<file path="src/design/blist_pkg.sv">
`timescale 1ns / 1ps
`default_nettype none

package blist_pkg;

  // Request codes as they arrive on the input tuser field.
  typedef enum logic [1:0] {
    REQ_APPEND = 2'd0,
    REQ_REMOVE = 2'd1,
    REQ_FIND   = 2'd2
  } req_code_t;

  localparam int KEY_W  = 8;
  localparam int POS_W  = 8;
  localparam int LEN_W  = 9;
  localparam int QDEPTH = 2;
  localparam int QAW    = $clog2(QDEPTH);

  // A classified request as it waits in the queue between front and back.
  // An unused request code leaves all three flags low.
  typedef struct packed {
    logic              is_append;
    logic              is_remove;
    logic              is_find;
    logic [KEY_W-1:0]  key;
  } cmd_t;

  // One result item.
  typedef struct packed {
    logic              full_res;
    logic [LEN_W-1:0]  length;
    logic [POS_W-1:0]  position;
    logic              found;
  } result_t;

endpackage

`default_nettype wire

</file>
<file path="src/design/blist_ram.sv">
`timescale 1ns / 1ps
`default_nettype none

module blist_ram #(
  parameter int WIDTH = 8,
  parameter int DEPTH = 256
) (
  input  wire logic                     clk,
  input  wire logic                     we,
  input  wire logic [$clog2(DEPTH)-1:0] waddr,
  input  wire logic [WIDTH-1:0]         wdata,
  input  wire logic [$clog2(DEPTH)-1:0] raddr,
  output logic      [WIDTH-1:0]         rdata
);

  logic [WIDTH-1:0] mem [DEPTH];

  always_ff @(posedge clk) begin
    if (we) begin
      mem[waddr] <= wdata;
    end
    rdata <= mem[raddr];
  end

endmodule

`default_nettype wire

</file>
<file path="src/design/blist_front.sv">
`timescale 1ns / 1ps
`default_nettype none

module blist_front
  import blist_pkg::*;
(
  input  wire logic             clk,
  input  wire logic             rst,
  input  wire logic             in_valid,
  output logic                  in_ready,
  input  wire logic [1:0]       req_type,
  input  wire logic [KEY_W-1:0] key,
  output logic                  q_valid,
  input  wire logic             q_ready,
  output cmd_t                  q_cmd
);

  cmd_t           slot [QDEPTH];
  logic [QAW-1:0] wr_ptr;
  logic [QAW-1:0] rd_ptr;
  logic [QAW:0]   fill;
  cmd_t           cmd_in;
  logic           push;
  logic           pop;

  // Decode the request code into one flag per operation.
  always_comb begin
    cmd_in           = '0;
    cmd_in.key       = key;
    case (req_type)
      REQ_APPEND: cmd_in.is_append = 1'b1;
      REQ_REMOVE: cmd_in.is_remove = 1'b1;
      REQ_FIND:   cmd_in.is_find   = 1'b1;
      default:    cmd_in           = cmd_in;
    endcase
  end

  assign in_ready = (fill != (QAW+1)'(QDEPTH));
  assign q_valid  = (fill != '0);
  assign q_cmd    = slot[rd_ptr];
  assign push     = in_valid && in_ready;
  assign pop      = q_valid && q_ready;

  always_ff @(posedge clk) begin
    if (push) begin
      slot[wr_ptr] <= cmd_in;
    end
  end

  always_ff @(posedge clk) begin
    if (rst) begin
      wr_ptr <= '0;
      rd_ptr <= '0;
      fill   <= '0;
    end else begin
      if (push) begin
        wr_ptr <= (wr_ptr == QAW'(QDEPTH - 1)) ? '0 : wr_ptr + 1'b1;
      end
      if (pop) begin
        rd_ptr <= (rd_ptr == QAW'(QDEPTH - 1)) ? '0 : rd_ptr + 1'b1;
      end
      fill <= fill + (QAW+1)'(push) - (QAW+1)'(pop);
    end
  end

endmodule

`default_nettype wire

</file>
<file path="src/design/blist_back.sv">
`timescale 1ns / 1ps
`default_nettype none

module blist_back
  import blist_pkg::*;
#(
  parameter int CAPACITY = 256
) (
  input  wire logic clk,
  input  wire logic rst,
  input  wire logic q_valid,
  output logic      q_ready,
  input  wire cmd_t q_cmd,
  output logic      out_valid,
  input  wire logic out_ready,
  output result_t   out_res
);

  localparam int AW = $clog2(CAPACITY);
  localparam int CW = $clog2(CAPACITY + 1);

  typedef enum logic [2:0] {
    ST_IDLE = 3'b001,
    ST_SCAN = 3'b010,
    ST_DONE = 3'b100
  } state_t;

  state_t          state, state_next;
  cmd_t            cmd, cmd_next;
  logic [CW-1:0]   count, count_next;
  logic [CW-1:0]   rd_idx, rd_idx_next;
  logic [CW-1:0]   kept, kept_next;
  logic            pend, pend_next;
  logic [AW-1:0]   pend_idx, pend_idx_next;
  logic            found, found_next;
  logic [AW-1:0]   pos, pos_next;
  logic            full, full_next;
  logic            out_valid_next;
  result_t         out_res_next;

  logic            ram_we;
  logic [AW-1:0]   ram_waddr;
  logic [KEY_W-1:0] ram_wdata;
  logic [AW-1:0]   ram_raddr;
  logic [KEY_W-1:0] ram_rdata;
  logic            match;

  blist_ram #(
    .WIDTH(KEY_W),
    .DEPTH(CAPACITY)
  ) u_ram (
    .clk  (clk),
    .we   (ram_we),
    .waddr(ram_waddr),
    .wdata(ram_wdata),
    .raddr(ram_raddr),
    .rdata(ram_rdata)
  );

  assign match = (ram_rdata == cmd.key);

  always_comb begin
    state_next     = state;
    cmd_next       = cmd;
    count_next     = count;
    rd_idx_next    = rd_idx;
    kept_next      = kept;
    pend_next      = pend;
    pend_idx_next  = pend_idx;
    found_next     = found;
    pos_next       = pos;
    full_next      = full;
    out_valid_next = out_valid;
    out_res_next   = out_res;
    q_ready        = 1'b0;
    ram_we         = 1'b0;
    ram_waddr      = count[AW-1:0];
    ram_wdata      = cmd.key;
    ram_raddr      = rd_idx[AW-1:0];

    if (out_valid && out_ready) begin
      out_valid_next = 1'b0;
    end

    case (state)
      ST_IDLE: begin
        if (q_valid && !out_valid) begin
          q_ready     = 1'b1;
          cmd_next    = q_cmd;
          found_next  = 1'b0;
          pos_next    = '0;
          full_next   = 1'b0;
          rd_idx_next = '0;
          kept_next   = '0;
          pend_next   = 1'b0;
          if (q_cmd.is_append) begin
            if (count >= CW'(CAPACITY)) begin
              full_next = 1'b1;
            end else begin
              ram_we     = 1'b1;
              ram_waddr  = count[AW-1:0];
              ram_wdata  = q_cmd.key;
              count_next = count + 1'b1;
            end
            state_next = ST_DONE;
          end else if (q_cmd.is_remove || q_cmd.is_find) begin
            state_next = ST_SCAN;
          end else begin
            state_next = ST_DONE;
          end
        end
      end
      ST_SCAN: begin
        // Issue one read per cycle; the data comes back in the next cycle.
        if (rd_idx != count) begin
          rd_idx_next   = rd_idx + 1'b1;
          pend_next     = 1'b1;
          pend_idx_next = rd_idx[AW-1:0];
        end else begin
          pend_next = 1'b0;
        end
        if (pend) begin
          if (cmd.is_find) begin
            if (match) begin
              found_next = 1'b1;
              pos_next   = pend_idx;
              pend_next  = 1'b0;
              state_next = ST_DONE;
            end
          end else if (!match) begin
            // Compaction writes never pass the read pointer.
            ram_we    = 1'b1;
            ram_waddr = kept[AW-1:0];
            ram_wdata = ram_rdata;
            kept_next = kept + 1'b1;
          end
        end
        if ((rd_idx == count) && !pend) begin
          if (cmd.is_remove) begin
            count_next = kept;
          end
          state_next = ST_DONE;
        end
      end
      ST_DONE: begin
        out_valid_next        = 1'b1;
        out_res_next.found    = found;
        out_res_next.position = POS_W'(pos);
        out_res_next.length   = LEN_W'(count);
        out_res_next.full_res = full;
        state_next            = ST_IDLE;
      end
      default: begin
        state_next = ST_IDLE;
      end
    endcase
  end

  always_ff @(posedge clk) begin
    if (rst) begin
      state     <= ST_IDLE;
      count     <= '0;
      pend      <= 1'b0;
      out_valid <= 1'b0;
    end else begin
      state     <= state_next;
      count     <= count_next;
      pend      <= pend_next;
      out_valid <= out_valid_next;
    end
  end

  always_ff @(posedge clk) begin
    cmd      <= cmd_next;
    rd_idx   <= rd_idx_next;
    kept     <= kept_next;
    pend_idx <= pend_idx_next;
    found    <= found_next;
    pos      <= pos_next;
    full     <= full_next;
    out_res  <= out_res_next;
  end

endmodule

`default_nettype wire

</file>
<file path="src/design/byte_list_append_remove_find.sv">
`timescale 1ns / 1ps
`default_nettype none

// Channel  | Direction | Handshake          | Payload
// ---------+-----------+--------------------+-----------------------------------------
// s_*      | in        | s_tvalid, s_tready | s_tdata: key; s_tuser: req_type
// m_*      | out       | m_tvalid, m_tready | m_tdata: found, position, length, full_res
//
// An append passes through the request queue and the idle and done states before its
// result is registered. A find or a remove walks the stored entries through the list
// memory's single read port, one entry per cycle, up to CAPACITY entries.
// Reset (rst, synchronous) empties the list and the request queue; the memory
// contents are left as they are and need no clearing pass.
// A two-entry request queue accepts up to two requests while a result waits on m_tready.

module byte_list_append_remove_find
  import blist_pkg::*;
#(
  parameter int CAPACITY = 256
) (
  input  wire logic        clk,
  input  wire logic        rst,
  input  wire logic        s_tvalid,
  output logic             s_tready,
  input  wire logic [7:0]  s_tdata,   // [7:0] key
  input  wire logic [1:0]  s_tuser,   // [1:0] req_type
  output logic             m_tvalid,
  input  wire logic        m_tready,
  output logic      [23:0] m_tdata    // [0] found, [8:1] position, [17:9] length,
                                      // [18] full_res, [23:19] zero
);

  logic    q_valid;
  logic    q_ready;
  cmd_t    q_cmd;
  result_t res;

  // The front end classifies each request and holds it until the
  // sequencer is free.
  blist_front u_front (
    .clk     (clk),
    .rst     (rst),
    .in_valid(s_tvalid),
    .in_ready(s_tready),
    .req_type(s_tuser),
    .key     (s_tdata),
    .q_valid (q_valid),
    .q_ready (q_ready),
    .q_cmd   (q_cmd)
  );

  // The back end owns the list memory and the entry count, carries out
  // one request at a time and holds its result in an output register.
  blist_back #(
    .CAPACITY(CAPACITY)
  ) u_back (
    .clk      (clk),
    .rst      (rst),
    .q_valid  (q_valid),
    .q_ready  (q_ready),
    .q_cmd    (q_cmd),
    .out_valid(m_tvalid),
    .out_ready(m_tready),
    .out_res  (res)
  );

  // The result struct is declared lowest field last, so it packs directly.
  assign m_tdata = {5'b0, res};

endmodule

`default_nettype wire

</file>
<file path="config.mk">
export PLATFORM = sky130hd
export DESIGN_NAME = byte_list_append_remove_find
export DESIGN_NICKNAME = d
export VERILOG_FILES = /design/src/design/blist_pkg.sv /design/src/design/blist_ram.sv /design/src/design/blist_front.sv /design/src/design/blist_back.sv /design/src/design/byte_list_append_remove_find.sv
export SDC_FILE = /design/constraint.sdc
export NUM_CORES = 2
export LEC_CHECK = 0
export BUFFER_PORTS_ARGS = -buffer_cell sky130_fd_sc_hd__buf_2
export CAP_MARGIN = 15
export CORE_ASPECT_RATIO = 1.4
export CORE_MARGIN = 10
export CORE_UTILIZATION = 40
export CTS_CLUSTER_DIAMETER = 40
export DETAILED_ROUTE_END_ITERATION = 8
export HOLD_SLACK_MARGIN = 0.15
export PLACE_DENSITY_LB_ADDON = 0.2
export SLEW_MARGIN = 20
export SYNTH_ARGS = -nofsm -noshare
export SYNTH_HDL_FRONTEND = slang
export SYNTH_SLANG_ARGS = --single-unit
</file>
<file path="constraint.sdc">
create_clock -name clk -period 6.2 [get_ports clk]
set_input_delay 1.24 -clock clk [delete_from_list [all_inputs] [get_ports clk]]
set_output_delay 1.24 -clock clk [all_outputs]
set_load 0.01 [all_outputs]
</file>
==> run metrics <==
status completed; DRC 0; Critical Path Start Type register; max-cap violations 0; Clock Latency Late Sink 0.88 ns; PortBufs 34; routed metal-1 wire length roughly 89000 µm; CTS root buf clkbuf_16; final core occ 0.454; gpl congestion 0.852; FP Rows 200; Final Skew roughly 0.07 ns; max-slew violations 0; setup ws final 1.66 ns; Hold-fix buffers, CTS 0; Final setup viols 0; final wirelength between 200000 and 250000 µm; sequential element share of the synthesized area 0.761; WL per Instance 30.9 µm; Crit. End Element register; post-synthesis average cell area 19.6 µm²; Placed Area 88900 µm²; clk buf depth 4; fin nets approximately 4500; Power Dens Cells between 400 and 500 nW/µm²; Post-CTS Resized 0; Via density 5.68; crit path cell chain xnor2_1 -> nand4_1 -> o21ai_2 -> mux2i_4 -> nand3_1 -> buf_4 -> nor2_1; largest net degree at the start of global routing 140; yosys warns 0; transition time of the tightest slew-check pin 1.24 ns; Syn-to-layout area delta 13.2%; ys async rst share 0; RSZ-0062 raised after global routing no; Leak Pwr between 0.03 and 0.04 µW; met3 WL 11500 µm; Worst-path clk slew around 0.060 ns; Setup CP Type reg2reg; Post-Syn Instances 4343; Max Used Layer met4; DRT antenna net count 0; layout cells sized above 1 0.213; Crit path buffers/inverters 1; CP required approximately 6.6 ns; CTS buffer count around 220; drt pass-1 iters 6; Max Fclk 220 MHz; Crit path max-delay family simple AND/OR/NAND/NOR gates; length of routed met2 wiring 120000 µm; vias in the first global route 44161; Primary FF master, synth edfxtp_1; DIE HEIGHT 565 µm; crit path DAT 4.98 ns; EDFF count, synth 2135; global route overflow 0; clock sink count roughly 2200; die footprint 232000 µm²; Cell variety after synth 75; Max stage delay on crit path 0.90 ns; setup tns final 0 ns; total track usage 0.195; Slew headroom 0.150; routed via count 42375; fill cell count 17994; Die Wd 410 µm; iteration-0 DRC count of the detailed router approximately 4000; synthesized area 85000 µm²; final hold violation count 0; initial antenna violation count 7; Worst Path Max Fanout 14; Seq cells post-synth 2162; final instance area 96200 µm²; maximum vdd drop approximately 500 µV; CP max stage cell o21ai_2; Tmin final about 4.5 ns; core area roughly 210000 µm²; Tcrit/Tclk final 0.732; first-pass GRT wire length ~330000 µm; Hold Crit Class reg2reg; post-place setup slack between 1.5 and 2 ns; TritonCTS clock tree built; htree depth 4; post-CTS setup buffers 0; hpwl dp 144000 µm; Ports 40; Pwr Total between 40000 and 50000 µW; Starting Density 0.401
## worst paths after layout
kind,startpoint,to,slack (ns),depth (start not counted)
setup reg to reg,u_back.cmd[0]$_DFFE_PP_,u_back.u_ram.mem[11][3]$_DFFE_PP_,1.66,7
hold / removal,u_back.pos[0]$_SDFFCE_PN0P_,u_back.out_res[1]$_DFFE_PP_,0.42,0
hold reg to reg,u_back.pos[0]$_SDFFCE_PN0P_,u_back.out_res[1]$_DFFE_PP_,0.42,0
setup / recovery,u_back.cmd[0]$_DFFE_PP_,u_back.u_ram.mem[11][3]$_DFFE_PP_,1.66,7
## through the flow
stage / std cells / hold slack, ns
6_report: 7465 / 0.419
5_1_grt: 7465 / 0.427
3_3_place_gp: 7071 / 0.404
4_1_cts: 7464 / 0.420
2_1_floorplan: 4347 / 0.400
3_5_place_dp: 7071 / 0.405
## cell usage after synthesis (all sizes together), types with 15 or more instances
library cell	count	area (µm²)
clkbuf	118	443
a22oi	104	781
nand3	47	235
a22o	15	131
mux4	376	8470
edfxtp	2135	64100
buf	152	887
a221oi	47	412
nor2b	26	163
xnor2	19	166
xor2	15	131
mux2	53	597
o21ai	47	239
o22ai	21	131
nor3	17	85.1
nor2	312	1170
mux2i	342	3460
nand2	161	607
dfxtp	27	541
and2	16	100
inv	17	63.8
a21oi	65	325
## final cells by class
class / count / area (µm²) / share of cell area
clock inverter: 148 / 1690 / 0.0175
inverter: 18 / 68.8 / 0.000715
multi-input combinational: 1897 / 19100 / 0.199
antenna: 1 / 2.50 / 0.0000260
timing repair buffer: 166 / 1520 / 0.0157
tap: 2828 / 3540 / 0.0368
sequential: 2162 / 64700 / 0.672
clock buffer: 245 / 5640 / 0.0586
## report_power, final
group	switching (µW)	internal (µW)
Clock	5710	7780
Combinational	10300	4600
Sequential	280	19300
## flip-flops by register name (all words and copies together) (netlist names), named ones only
name,flops
u_back.cmd,10
u_back.count,9
u_back.found,1
u_back.full,1
u_back.kept,9
u_back.out_res,19
u_back.out_valid,1
u_back.pend,1
u_back.pend_idx,8
u_back.pos,8
u_back.rd_idx,9
u_back.state,3
u_back.u_ram.mem,2048
u_back.u_ram.rdata,8
u_front.fill,2
u_front.rd_ptr,1
u_front.slot,22
u_front.wr_ptr,1
## cells in the final DEF (no fill, tap or decap), types with 16 or more instances in the layout
master	netlist	final
edfxtp_1	2135	2135
mux4_2	376	376
mux2i_1	338	338
nor2_1	312	308
clkbuf_16	0	221
nand2_1	160	160
a22oi_1	104	104
buf_4	55	103
a21oi_1	65	64
mux2_2	53	53
a221oi_1	47	47
nand3_1	47	46
o21ai_0	43	43
buf_2	76	34
clkinv_1	1	29
bufinv_16	0	28
buf_12	0	28
clkinv_2	0	27
dfxtp_1	27	27
clkinvlp_4	0	24
nor2b_1	26	22
clkbuf_1	118	22
o22ai_1	21	21
xnor2_1	19	19
nor3_1	17	17
inv_1	16	16
inv_6	0	16
clkinv_4	0	16
## per-layer routing
| metal | GRT usage | vias up |
|---|---|---|
| met5 | 0 | - |
| met3 | 0.0236 | 388 |
| met1 | 0.240 | 22547 |
| li1 | - | 18023 |
| met2 | 0.348 | 1417 |
| met4 | 0.0815 | 0 |
## worst register-to-register path: stages, from the launching register on
cell      delay [ns]
edfxtp_1        0.41
xnor2_1         0.29
nand4_1         0.26
o21ai_2         0.90
mux2i_4         0.47
nand3_1         0.57
buf_4           0.51
nor2_1          0.72
## cells by family (layout without fill, tap and decap cells)
family                   count (synthesis)  after routing  synth area share
flip-flops                            2162           2162             0.761
other                                    1              6         0.0000441
AO/OA/AOI/OAI                          449            449            0.0389
multiplexers                           771            771             0.147
XOR/XNOR                                34             34           0.00350
buffers and inverters                  288            577            0.0164
adder cells (fa/ha/maj)                  6              6          0.000883
AND/OR/NAND/NOR                        632            632            0.0322
Note: power is estimated with default switching activity, not from simulation.
